**src/bis_pkg.sv**
```systemverilog
// Shared types, constants and helpers for the bitmap integer set.
// No dependencies; every other file of the block imports this package.
`timescale 1ns / 1ps

package bis_pkg;

  localparam int VAL_W        = 10;
  localparam int OP_W         = 3;
  localparam int CNT_W        = 11;
  localparam int WORD_W       = 64;
  localparam int WORD_LW      = 6;
  localparam int DEF_CAPACITY = 1024;
  localparam logic [VAL_W-1:0] LARGEST_RST = {VAL_W{1'b1}};

  typedef enum logic [OP_W-1:0] {
    OP_INSERT = 3'd0,
    OP_REMOVE = 3'd1,
    OP_TEST   = 3'd2,
    OP_SUCC   = 3'd3,
    OP_CLEAR  = 3'd4,
    OP_COMPL  = 3'd5
  } op_t;

  typedef enum logic [1:0] {
    ST_IDLE,
    ST_ACCESS,
    ST_SCAN,
    ST_CMPL
  } state_t;

  // Control strobes from the sequencer to the word memory.
  typedef struct packed {
    logic rd_en;
    logic wr_en;
    logic clr_all;
  } mem_ctl_t;

  typedef struct packed {
    logic               found;
    logic [WORD_LW-1:0] idx;
  } ffs_t;

  // Lowest set bit of a bitmap word.
  function automatic ffs_t find_first(input logic [WORD_W-1:0] w);
    ffs_t r;
    r.found = 1'b0;
    r.idx   = '0;
    for (int i = WORD_W - 1; i >= 0; i--) begin
      if (w[i]) begin
        r.found = 1'b1;
        r.idx   = i[WORD_LW-1:0];
      end
    end
    return r;
  endfunction

endpackage

```
**src/bis_word_mem.sv**
```systemverilog
// Bitmap storage: one 64-bit word per entry, registered read, one write port.
// Per-word valid flops make clear immediate; an invalid word reads as zero.
`timescale 1ns / 1ps

module bis_word_mem #(
  parameter int NUM_WORDS = 16,
  parameter int WORD_AW   = 4
) (
  input  logic                        clk,
  input  logic                        rst_n,
  input  bis_pkg::mem_ctl_t           ctl,
  input  logic [WORD_AW-1:0]          rd_addr,
  input  logic [WORD_AW-1:0]          wr_addr,
  input  logic [bis_pkg::WORD_W-1:0]  wr_data,
  output logic [bis_pkg::WORD_W-1:0]  rd_data
);
  import bis_pkg::*;

  logic [WORD_W-1:0] mem [NUM_WORDS];
  logic [NUM_WORDS-1:0] valid_r;
  logic [WORD_W-1:0] rd_data_r;
  logic rd_vld_r;

  always_ff @(posedge clk) begin
    if (ctl.wr_en) begin
      mem[wr_addr] <= wr_data;
    end
    if (ctl.rd_en) begin
      rd_data_r <= mem[rd_addr];
    end
  end

  always_ff @(posedge clk) begin
    if (!rst_n) begin
      valid_r  <= '0;
      rd_vld_r <= 1'b0;
    end else begin
      if (ctl.clr_all) begin
        valid_r <= '0;
      end else if (ctl.wr_en) begin
        valid_r[wr_addr] <= 1'b1;
      end
      if (ctl.rd_en) begin
        rd_vld_r <= valid_r[rd_addr];
      end
    end
  end

  assign rd_data = rd_vld_r ? rd_data_r : '0;

endmodule

```
**src/bis_ctrl.sv**
```systemverilog
// Sequencer for the bitmap set: read-modify-write of one word per item,
// word-by-word successor search and complement, count and lowest member.
// Depends on bis_pkg; drives the port of bis_word_mem.
`timescale 1ns / 1ps

module bis_ctrl #(
  parameter int CAPACITY = bis_pkg::DEF_CAPACITY,
  parameter int WORD_AW  = 4
) (
  input  logic                        clk,
  input  logic                        rst_n,
  input  logic                        start,
  output logic                        busy,
  input  logic [bis_pkg::OP_W-1:0]    in_operation,
  input  logic [bis_pkg::VAL_W-1:0]   in_value,
  output logic                        out_valid,
  output logic                        out_is_member,
  output logic [bis_pkg::VAL_W-1:0]   out_next_value,
  output logic                        out_next_found,
  output logic [bis_pkg::CNT_W-1:0]   out_element_count,
  output logic [bis_pkg::VAL_W-1:0]   out_smallest_member,
  output logic                        out_set_nonempty,
  output logic                        out_out_of_range,
  input  logic                        cfg_wr_en,
  input  logic [bis_pkg::VAL_W-1:0]   cfg_wr_data,
  output bis_pkg::mem_ctl_t           mem_ctl,
  output logic [WORD_AW-1:0]          mem_rd_addr,
  output logic [WORD_AW-1:0]          mem_wr_addr,
  output logic [bis_pkg::WORD_W-1:0]  mem_wr_data,
  input  logic [bis_pkg::WORD_W-1:0]  mem_rd_data
);
  import bis_pkg::*;

  localparam int CAP_TOP_I = (CAPACITY - 1 > (1 << VAL_W) - 1) ? (1 << VAL_W) - 1 : CAPACITY - 1;
  localparam logic [VAL_W-1:0] CAP_TOP = CAP_TOP_I[VAL_W-1:0];
  localparam logic [WORD_W-1:0] ONES = {WORD_W{1'b1}};

  state_t state_r, state_nxt;
  op_t op_r, op_nxt;
  logic [VAL_W-1:0] val_r, val_nxt;
  logic [WORD_AW-1:0] widx_r, widx_nxt;
  logic [VAL_W-1:0] largest_r, largest_nxt;
  logic [CNT_W-1:0] count_r, count_nxt;
  logic [VAL_W-1:0] low_r, low_nxt;
  logic lv_r, lv_nxt;

  logic out_valid_r, out_is_member_r, out_next_found_r, out_oor_r, out_nonempty_r;
  logic [VAL_W-1:0] out_next_value_r, out_smallest_r;
  logic [CNT_W-1:0] out_count_r;

  logic fin, res_was, res_found, res_oor;
  logic [VAL_W-1:0] res_next;

  logic [VAL_W-1:0] top;
  logic [WORD_AW-1:0] top_word, in_word;
  logic last_word, was;
  logic [WORD_W-1:0] top_mask, above_mask, bit_sel, cmpl_word;
  ffs_t hit_access, hit_scan, hit_cmpl;
  logic [VAL_W-1:0] val_access, val_scan, val_cmpl;

  assign top       = (largest_r < CAP_TOP) ? largest_r : CAP_TOP;
  assign top_word  = top[WORD_LW +: WORD_AW];
  assign in_word   = in_value[WORD_LW +: WORD_AW];
  assign last_word = (widx_r == top_word);
  // bits 0..top within the last word, everything in earlier words
  assign top_mask   = last_word ? (ONES >> (~top[WORD_LW-1:0])) : ONES;
  // bits strictly above the value's bit
  assign above_mask = ~(ONES >> (~val_r[WORD_LW-1:0]));
  assign bit_sel    = WORD_W'(1) << val_r[WORD_LW-1:0];
  assign was        = mem_rd_data[val_r[WORD_LW-1:0]];
  assign cmpl_word  = mem_rd_data ^ top_mask;

  assign hit_access = find_first(mem_rd_data & above_mask & top_mask);
  assign hit_scan   = find_first(mem_rd_data & top_mask);
  assign hit_cmpl   = find_first(cmpl_word & top_mask);
  assign val_access = VAL_W'({widx_r, hit_access.idx});
  assign val_scan   = VAL_W'({widx_r, hit_scan.idx});
  assign val_cmpl   = VAL_W'({widx_r, hit_cmpl.idx});

  always_comb begin
    state_nxt   = state_r;
    op_nxt      = op_r;
    val_nxt     = val_r;
    widx_nxt    = widx_r;
    largest_nxt = largest_r;
    count_nxt   = count_r;
    low_nxt     = low_r;
    lv_nxt      = lv_r;
    mem_ctl     = '0;
    mem_rd_addr = '0;
    mem_wr_addr = widx_r;
    mem_wr_data = '0;
    fin         = 1'b0;
    res_was     = 1'b0;
    res_found   = 1'b0;
    res_next    = '0;
    res_oor     = 1'b0;

    case (state_r)
      ST_IDLE: begin
        if (cfg_wr_en) begin
          largest_nxt     = cfg_wr_data;
          mem_ctl.clr_all = 1'b1;
          count_nxt       = '0;
          low_nxt         = '0;
          lv_nxt          = 1'b0;
        end else if (start) begin
          op_nxt  = op_t'(in_operation);
          val_nxt = in_value;
          case (op_t'(in_operation))
            OP_INSERT, OP_REMOVE, OP_TEST, OP_SUCC: begin
              if (in_value > top) begin
                fin     = 1'b1;
                res_oor = 1'b1;
              end else begin
                mem_ctl.rd_en = 1'b1;
                mem_rd_addr   = in_word;
                widx_nxt      = in_word;
                state_nxt     = ST_ACCESS;
              end
            end
            OP_CLEAR: begin
              mem_ctl.clr_all = 1'b1;
              count_nxt       = '0;
              low_nxt         = '0;
              lv_nxt          = 1'b0;
              fin             = 1'b1;
            end
            OP_COMPL: begin
              // members all lie in 0..top, so the complement holds the rest
              count_nxt     = {1'b0, top} + CNT_W'(1) - count_r;
              low_nxt       = '0;
              lv_nxt        = 1'b0;
              mem_ctl.rd_en = 1'b1;
              mem_rd_addr   = '0;
              widx_nxt      = '0;
              state_nxt     = ST_CMPL;
            end
            default: begin
              fin = 1'b1;
            end
          endcase
        end
      end

      ST_ACCESS: begin
        res_was = was;
        case (op_r)
          OP_INSERT: begin
            mem_ctl.wr_en = 1'b1;
            mem_wr_data   = mem_rd_data | bit_sel;
            if (!was) begin
              count_nxt = count_r + 1'b1;
            end
            if (!lv_r || low_r > val_r) begin
              low_nxt = val_r;
              lv_nxt  = 1'b1;
            end
            fin = 1'b1;
          end
          OP_REMOVE: begin
            if (was) begin
              mem_ctl.wr_en = 1'b1;
              mem_wr_data   = mem_rd_data & ~bit_sel;
              count_nxt     = count_r - 1'b1;
              if (lv_r && low_r == val_r) begin
                if (hit_access.found) begin
                  low_nxt = val_access;
                  fin     = 1'b1;
                end else if (!last_word) begin
                  mem_ctl.rd_en = 1'b1;
                  mem_rd_addr   = widx_r + 1'b1;
                  widx_nxt      = widx_r + 1'b1;
                  state_nxt     = ST_SCAN;
                end else begin
                  low_nxt = '0;
                  lv_nxt  = 1'b0;
                  fin     = 1'b1;
                end
              end else begin
                fin = 1'b1;
              end
            end else begin
              fin = 1'b1;
            end
          end
          OP_SUCC: begin
            if (was && hit_access.found) begin
              res_found = 1'b1;
              res_next  = val_access;
              fin       = 1'b1;
            end else if (was && !last_word) begin
              mem_ctl.rd_en = 1'b1;
              mem_rd_addr   = widx_r + 1'b1;
              widx_nxt      = widx_r + 1'b1;
              state_nxt     = ST_SCAN;
            end else begin
              fin = 1'b1;
            end
          end
          default: begin
            fin = 1'b1;
          end
        endcase
      end

      ST_SCAN: begin
        // only entered when the value was a member
        res_was = 1'b1;
        if (hit_scan.found) begin
          if (op_r == OP_SUCC) begin
            res_found = 1'b1;
            res_next  = val_scan;
          end else begin
            low_nxt = val_scan;
          end
          fin = 1'b1;
        end else if (last_word) begin
          if (op_r != OP_SUCC) begin
            low_nxt = '0;
            lv_nxt  = 1'b0;
          end
          fin = 1'b1;
        end else begin
          mem_ctl.rd_en = 1'b1;
          mem_rd_addr   = widx_r + 1'b1;
          widx_nxt      = widx_r + 1'b1;
        end
      end

      ST_CMPL: begin
        mem_ctl.wr_en = 1'b1;
        mem_wr_data   = cmpl_word;
        if (!lv_r && hit_cmpl.found) begin
          lv_nxt  = 1'b1;
          low_nxt = val_cmpl;
        end
        if (last_word) begin
          fin = 1'b1;
        end else begin
          mem_ctl.rd_en = 1'b1;
          mem_rd_addr   = widx_r + 1'b1;
          widx_nxt      = widx_r + 1'b1;
        end
      end

      default: begin
        state_nxt = ST_IDLE;
      end
    endcase

    if (fin) begin
      state_nxt = ST_IDLE;
    end
  end

  always_ff @(posedge clk) begin
    if (!rst_n) begin
      state_r     <= ST_IDLE;
      largest_r   <= LARGEST_RST;
      count_r     <= '0;
      low_r       <= '0;
      lv_r        <= 1'b0;
      out_valid_r <= 1'b0;
    end else begin
      state_r     <= state_nxt;
      largest_r   <= largest_nxt;
      count_r     <= count_nxt;
      low_r       <= low_nxt;
      lv_r        <= lv_nxt;
      out_valid_r <= fin;
    end
  end

  always_ff @(posedge clk) begin
    op_r   <= op_nxt;
    val_r  <= val_nxt;
    widx_r <= widx_nxt;
    if (fin) begin
      out_is_member_r  <= res_was;
      out_next_value_r <= res_next;
      out_next_found_r <= res_found;
      out_count_r      <= count_nxt;
      out_smallest_r   <= lv_nxt ? low_nxt : '0;
      out_nonempty_r   <= lv_nxt;
      out_oor_r        <= res_oor;
    end
  end

  assign busy                = (state_r != ST_IDLE);
  assign out_valid           = out_valid_r;
  assign out_is_member       = out_is_member_r;
  assign out_next_value      = out_next_value_r;
  assign out_next_found      = out_next_found_r;
  assign out_element_count   = out_count_r;
  assign out_smallest_member = out_smallest_r;
  assign out_set_nonempty    = out_nonempty_r;
  assign out_out_of_range    = out_oor_r;

endmodule

```
**src/bitmap_integer_set.sv**
```systemverilog
// Top level of the bitmap integer set: sequencer plus bitmap word memory.
// Depends on bis_pkg, bis_ctrl and bis_word_mem.
//
// Usage:
//   Input: drive in_operation / in_value and raise start; the item is taken
//   at a clock edge where start is high and busy is low.
//   Output: each item gives one result, shown for a single cycle with
//   out_valid high. The receiver cannot stall; results must be taken then.
//   Config: cfg_wr_en with cfg_wr_data sets the largest value and empties
//   the set; write only while the block is idle.
// Sequence (W = words of 64 bits up to the largest value, 16 at full size):
//   Out-of-range value, clear, unused codes: result in the cycle after
//   accept, busy stays low.
//   Insert, remove, member test, successor: the value's own word is read, then
//   checked and, for insert and remove, written back; a successor search or a
//   remove of the smallest member that goes on past it reads one further word
//   per cycle, up to word W-1. Complement: one read-modify-write of a word per cycle.
//   The single read port of the bitmap memory sets this word-by-word pace.
// Reset: synchronous, active low; empties the set at once (per-word valid
//   flags) and sets the largest value to 1023.
`timescale 1ns / 1ps

module bitmap_integer_set #(
  parameter int CAPACITY = bis_pkg::DEF_CAPACITY
) (
  input  logic                       clk,
  input  logic                       rst_n,
  input  logic                       start,
  output logic                       busy,
  input  logic [bis_pkg::OP_W-1:0]   in_operation,
  input  logic [bis_pkg::VAL_W-1:0]  in_value,
  output logic                       out_valid,
  output logic                       out_is_member,
  output logic [bis_pkg::VAL_W-1:0]  out_next_value,
  output logic                       out_next_found,
  output logic [bis_pkg::CNT_W-1:0]  out_element_count,
  output logic [bis_pkg::VAL_W-1:0]  out_smallest_member,
  output logic                       out_set_nonempty,
  output logic                       out_out_of_range,
  input  logic                       cfg_wr_en,
  input  logic [bis_pkg::VAL_W-1:0]  cfg_wr_data
);
  import bis_pkg::*;

  // values stop at 2**VAL_W - 1, so bits beyond that are never stored
  localparam int EFF_BITS  = (CAPACITY < (1 << VAL_W)) ? CAPACITY : (1 << VAL_W);
  localparam int NUM_WORDS = (EFF_BITS + WORD_W - 1) / WORD_W;
  localparam int WORD_AW   = (NUM_WORDS > 1) ? $clog2(NUM_WORDS) : 1;

  mem_ctl_t mem_ctl;
  logic [WORD_AW-1:0] mem_rd_addr, mem_wr_addr;
  logic [WORD_W-1:0] mem_wr_data, mem_rd_data;

  bis_ctrl #(
    .CAPACITY (CAPACITY),
    .WORD_AW  (WORD_AW)
  ) u_ctrl (
    .clk                 (clk),
    .rst_n               (rst_n),
    .start               (start),
    .busy                (busy),
    .in_operation        (in_operation),
    .in_value            (in_value),
    .out_valid           (out_valid),
    .out_is_member       (out_is_member),
    .out_next_value      (out_next_value),
    .out_next_found      (out_next_found),
    .out_element_count   (out_element_count),
    .out_smallest_member (out_smallest_member),
    .out_set_nonempty    (out_set_nonempty),
    .out_out_of_range    (out_out_of_range),
    .cfg_wr_en           (cfg_wr_en),
    .cfg_wr_data         (cfg_wr_data),
    .mem_ctl             (mem_ctl),
    .mem_rd_addr         (mem_rd_addr),
    .mem_wr_addr         (mem_wr_addr),
    .mem_wr_data         (mem_wr_data),
    .mem_rd_data         (mem_rd_data)
  );

  bis_word_mem #(
    .NUM_WORDS (NUM_WORDS),
    .WORD_AW   (WORD_AW)
  ) u_mem (
    .clk     (clk),
    .rst_n   (rst_n),
    .ctl     (mem_ctl),
    .rd_addr (mem_rd_addr),
    .wr_addr (mem_wr_addr),
    .wr_data (mem_wr_data),
    .rd_data (mem_rd_data)
  );

endmodule

```
**config.mk**
```make
export PLATFORM = sky130hd
export DESIGN_NAME = bitmap_integer_set
export DESIGN_NICKNAME = d
export VERILOG_FILES = /design/src/bis_pkg.sv /design/src/bis_word_mem.sv /design/src/bis_ctrl.sv /design/src/bitmap_integer_set.sv
export SDC_FILE = /design/constraint.sdc
export NUM_CORES = 2
export LEC_CHECK = 0
export BUFFER_PORTS_ARGS = -buffer_cell sky130_fd_sc_hd__buf_2
export CORE_MARGIN = 2
export CORE_UTILIZATION = 50
export CTS_CLUSTER_DIAMETER = 100
export DETAILED_ROUTE_END_ITERATION = 8
export PLACE_DENSITY = 0.74
export SYNTH_ARGS = -nofsm -noshare
export SYNTH_HDL_FRONTEND = slang
export SYNTH_SLANG_ARGS = --single-unit
```
**constraint.sdc**
```tcl
create_clock -name clk -period 11.6 [get_ports clk]
set_clock_uncertainty 0.1 [all_clocks]
set_input_delay 0 -clock clk [delete_from_list [all_inputs] [get_ports clk]]
set_output_delay 0 -clock clk [all_outputs]
set_load 0.01 [all_outputs]
```
==> out/metrics.yaml <==
run_status: "complete, no violations"
critPathLaunch: "u_ctrl.mem_wr_addr[2]"
postCtsHoldBufs: 57
slew_violations: 0
tns_ps: 0
grt_max_degree: 189
p_comb_share_pct: 20.8
p_sw_mw: 3.35
antenna_found_initial: 1
postCtsResizedCells: 0
die_w_um: 342
numPortBuffers: 63
crit_type: "flop to flop"
layout_setup_ws_ps: 3200
reg2reg_depth: 19
cp-end-kind: "flop"
synth_area_um2: 57100
drive_gt1_share_pct: 8.76
rsz0062_at_grt: "no"
cts_buffer_depth: 3
cts_root_buffer: "clkbuf_16"
pwr-share-clk_pct: 33.1
hold_slack_ps: 63.4
fmax_mhz: 119
layout_min_cycle_time_ps: 8400
grt_pass1_vias: 39942
crit_required_ps: 12080
r2r_setup_slack_ps: 3200
p_seq_share_pct: 46.1
irDropWorstVdd_mv: 0.153
fin_crit_sh_pct: 72.4
dieArea_um2: 117000
fin_nets: 5259
clock_latency_ps: 730
rows: 123
grt_overflow: 0
ys_types: 91
path_clk_slew_ps: 60
detail-route-antenna-nets: 0
holdCritStartpoint: "in_value[9]"
finish.instance_area_um2: 63400
gp_congestion: 1.04
grt_pass1_wl_um: 261000
cts_tree: "yes"
min_delay_path_depth: 2
hold_end: "u_ctrl.val_r[9]"
max_cap_violations: 0
num_vias: 42825
rr_endpoint: "u_mem.rd_data_r[60]"
ys.flop_type: "edfxtp_1"
tightest_slew_ps: 1280
die-height_um: 342
placedCellCount: 6385
grt_usage_pct: 29.9
p_leak_nw: 22.2
sw_frac_of_total_pct: 30.2
async_flop_share_pct: 0
synth.avg_cell_area_um2: 11.4
core_region_area_um2: 113000
seq_area_frac_synth_pct: 61.8
finalSetupViolCount: 0
post-cts-setup-buffer-count: 0
wl_per_cell_um: 26.8
cts_sinks: 1192
start_kind: "flop"
yosys_warnings: 0
numCtsBuffers: 111
placed_cell_area_um2: 59200
post-place-ws_ps: 3490
p_per_area_nw_per_um2: 175
holdCritPathClass: "primary input to flop"
path_max_fanout: 47
drcViolationCount: 0
vias_per_cell: 6.44
num_io_pins: 64
synthCells: 5024
r2r-start: "u_ctrl.mem_wr_addr[2]"
area_delta_synth_final_pct: 11.0
drt_wl_total_um: 178000
fin_cells: 6648
synth-edff-count: 1140
crit_arrival_ps: 8890
hold_viol: 0
syn-num-nets: 5228
first_iter_violations: 5745
ys_ff_latch: 1192
max_slew_margin_pct: 13.9
hpwl_um: 106000
internal_power_mw: 7.74
dr.pass1.iters: 8
initial_core_util_pct: 50.6
h-tree-depth: 3
-- power groups by stage --
stage	Sequential, mW	Combinational (mW)	Clock (mW)
finish	5.11	2.31	3.67
global route	5.12	2.46	3.86
CTS	5.11	2.24	3.70
detailed placement	5.19	2.20	0
global placement	5.19	2.17	0
floorplan	5.12	1.48	0
-- metal layers --
metal | wire (um) | GRT usage (%)
met5 | 12 | 0
met4 | 7670 | 12.4
met3 | 19200 | 5.35
met2 | 80100 | 45.9
met1 | 70900 | 42.0
-- logic make-up after synthesis --
| group | after synthesis | synth area share, % |
|---|---|---|
| AND/OR/NAND/NOR | 2164 | 16.9 |
| XOR/XNOR | 22 | 0.338 |
| flip-flops | 1192 | 61.8 |
| AO/OA/AOI/OAI | 776 | 9.28 |
| buffers and inverters | 479 | 3.71 |
| multiplexers | 214 | 4.11 |
| adder cells (fa/ha/maj) | 177 | 3.89 |
-- state kept, by name, summed over array words and instances, names as in the netlist --
register,flops
u_ctrl.count_r,11
u_ctrl.largest_r,10
u_ctrl.low_r,10
u_ctrl.lv_r,1
u_ctrl.mem_wr_addr,4
u_ctrl.op_r,3
u_ctrl.out_element_count,11
u_ctrl.out_is_member,1
u_ctrl.out_next_found,1
u_ctrl.out_next_value,10
u_ctrl.out_out_of_range,1
u_ctrl.out_set_nonempty,1
u_ctrl.out_smallest_member,10
u_ctrl.out_valid,1
u_ctrl.state_r,2
u_ctrl.val_r,10
u_mem.mem,1024
u_mem.rd_data_r,64
u_mem.rd_vld_r,1
u_mem.valid_r,16
-- cell usage in the layout (no fill, tap or decap), drive strengths merged, types with 60 or more instances in the layout --
cell,Yosys,final
nand2,1053,1053
nand3,643,643
nor3,60,60
a32oi,67,67
buf,163,187
inv,150,154
a21oi,209,209
edfxtp,1140,1140
nor2,200,200
ha,176,176
o21ai,118,118
clkbuf,163,140
mux2i,197,197
-- how the worst max path moves through the flow --
stage | endpoint | slack, ps | cells after the start
after floorplan | u_mem.mem[1][0] | 3950 | 13
after global placement | u_mem.rd_data_r[33] | 3860 | 19
after detailed placement | u_mem.rd_data_r[40] | 3490 | 19
after CTS | u_mem.rd_data_r[60] | 3440 | 19
after global routing | u_mem.rd_data_r[61] | 2670 | 20
final | u_mem.rd_data_r[60] | 3200 | 19
-- synthesized netlist by cell type (all sizes together), types with 44 or more instances --
| master | number | area (um2) |
|---|---|---|
| edfxtp | 1140 | 34200 |
| nand2 | 1053 | 3950 |
| nand3 | 643 | 3220 |
| a21oi | 209 | 1050 |
| nor2 | 200 | 768 |
| mux2i | 197 | 1970 |
| ha | 176 | 2200 |
| buf | 163 | 932 |
| clkbuf | 163 | 612 |
| inv | 150 | 563 |
| o21ai | 118 | 591 |
| a32oi | 67 | 587 |
| nor3 | 60 | 310 |
| o32ai | 54 | 473 |
| dfxtp | 52 | 1040 |
| a31oi | 49 | 313 |
| nor4 | 46 | 303 |
| and2 | 44 | 275 |
-- area by class of cell --
cell class | count | area, um2
Fill cell | 9117 | 49400
Sequential cell | 1192 | 35300
Multi-Input combinational cell | 3353 | 20100
Clock buffer | 140 | 2970
Timing Repair Buffer | 244 | 1900
Tap cell | 1500 | 1880
Clock inverter | 64 | 697
Inverter | 153 | 574
Antenna cell | 2 | 5.00
-- worst max-delay path, cell delays in order (launching register included) --
cell       delay [ps]
edfxtp_1          740
xnor2_1           200
and4_4            580
inv_2             370
nor3_1           1060
nand2_1           250
ha_1              340
a2111oi_0         610
nand4_1           240
nor2_1            190
nor4b_1           720
nand2_1           110
nand2_1           150
a31oi_2           100
o41a_1            700
nor2_4            170
buf_4             560
buf_4             670
nand3_1           190
nand3_1           150
-- metrics by stage --
stage,total power [mW],util [%]
after floorplan,6.60,-
after global placement,7.36,52.4
after detailed placement,7.40,52.4
after CTS,11.0,56.2
after global routing,11.4,56.2
final,11.1,56.2
(Power assumes the default switching activity.)
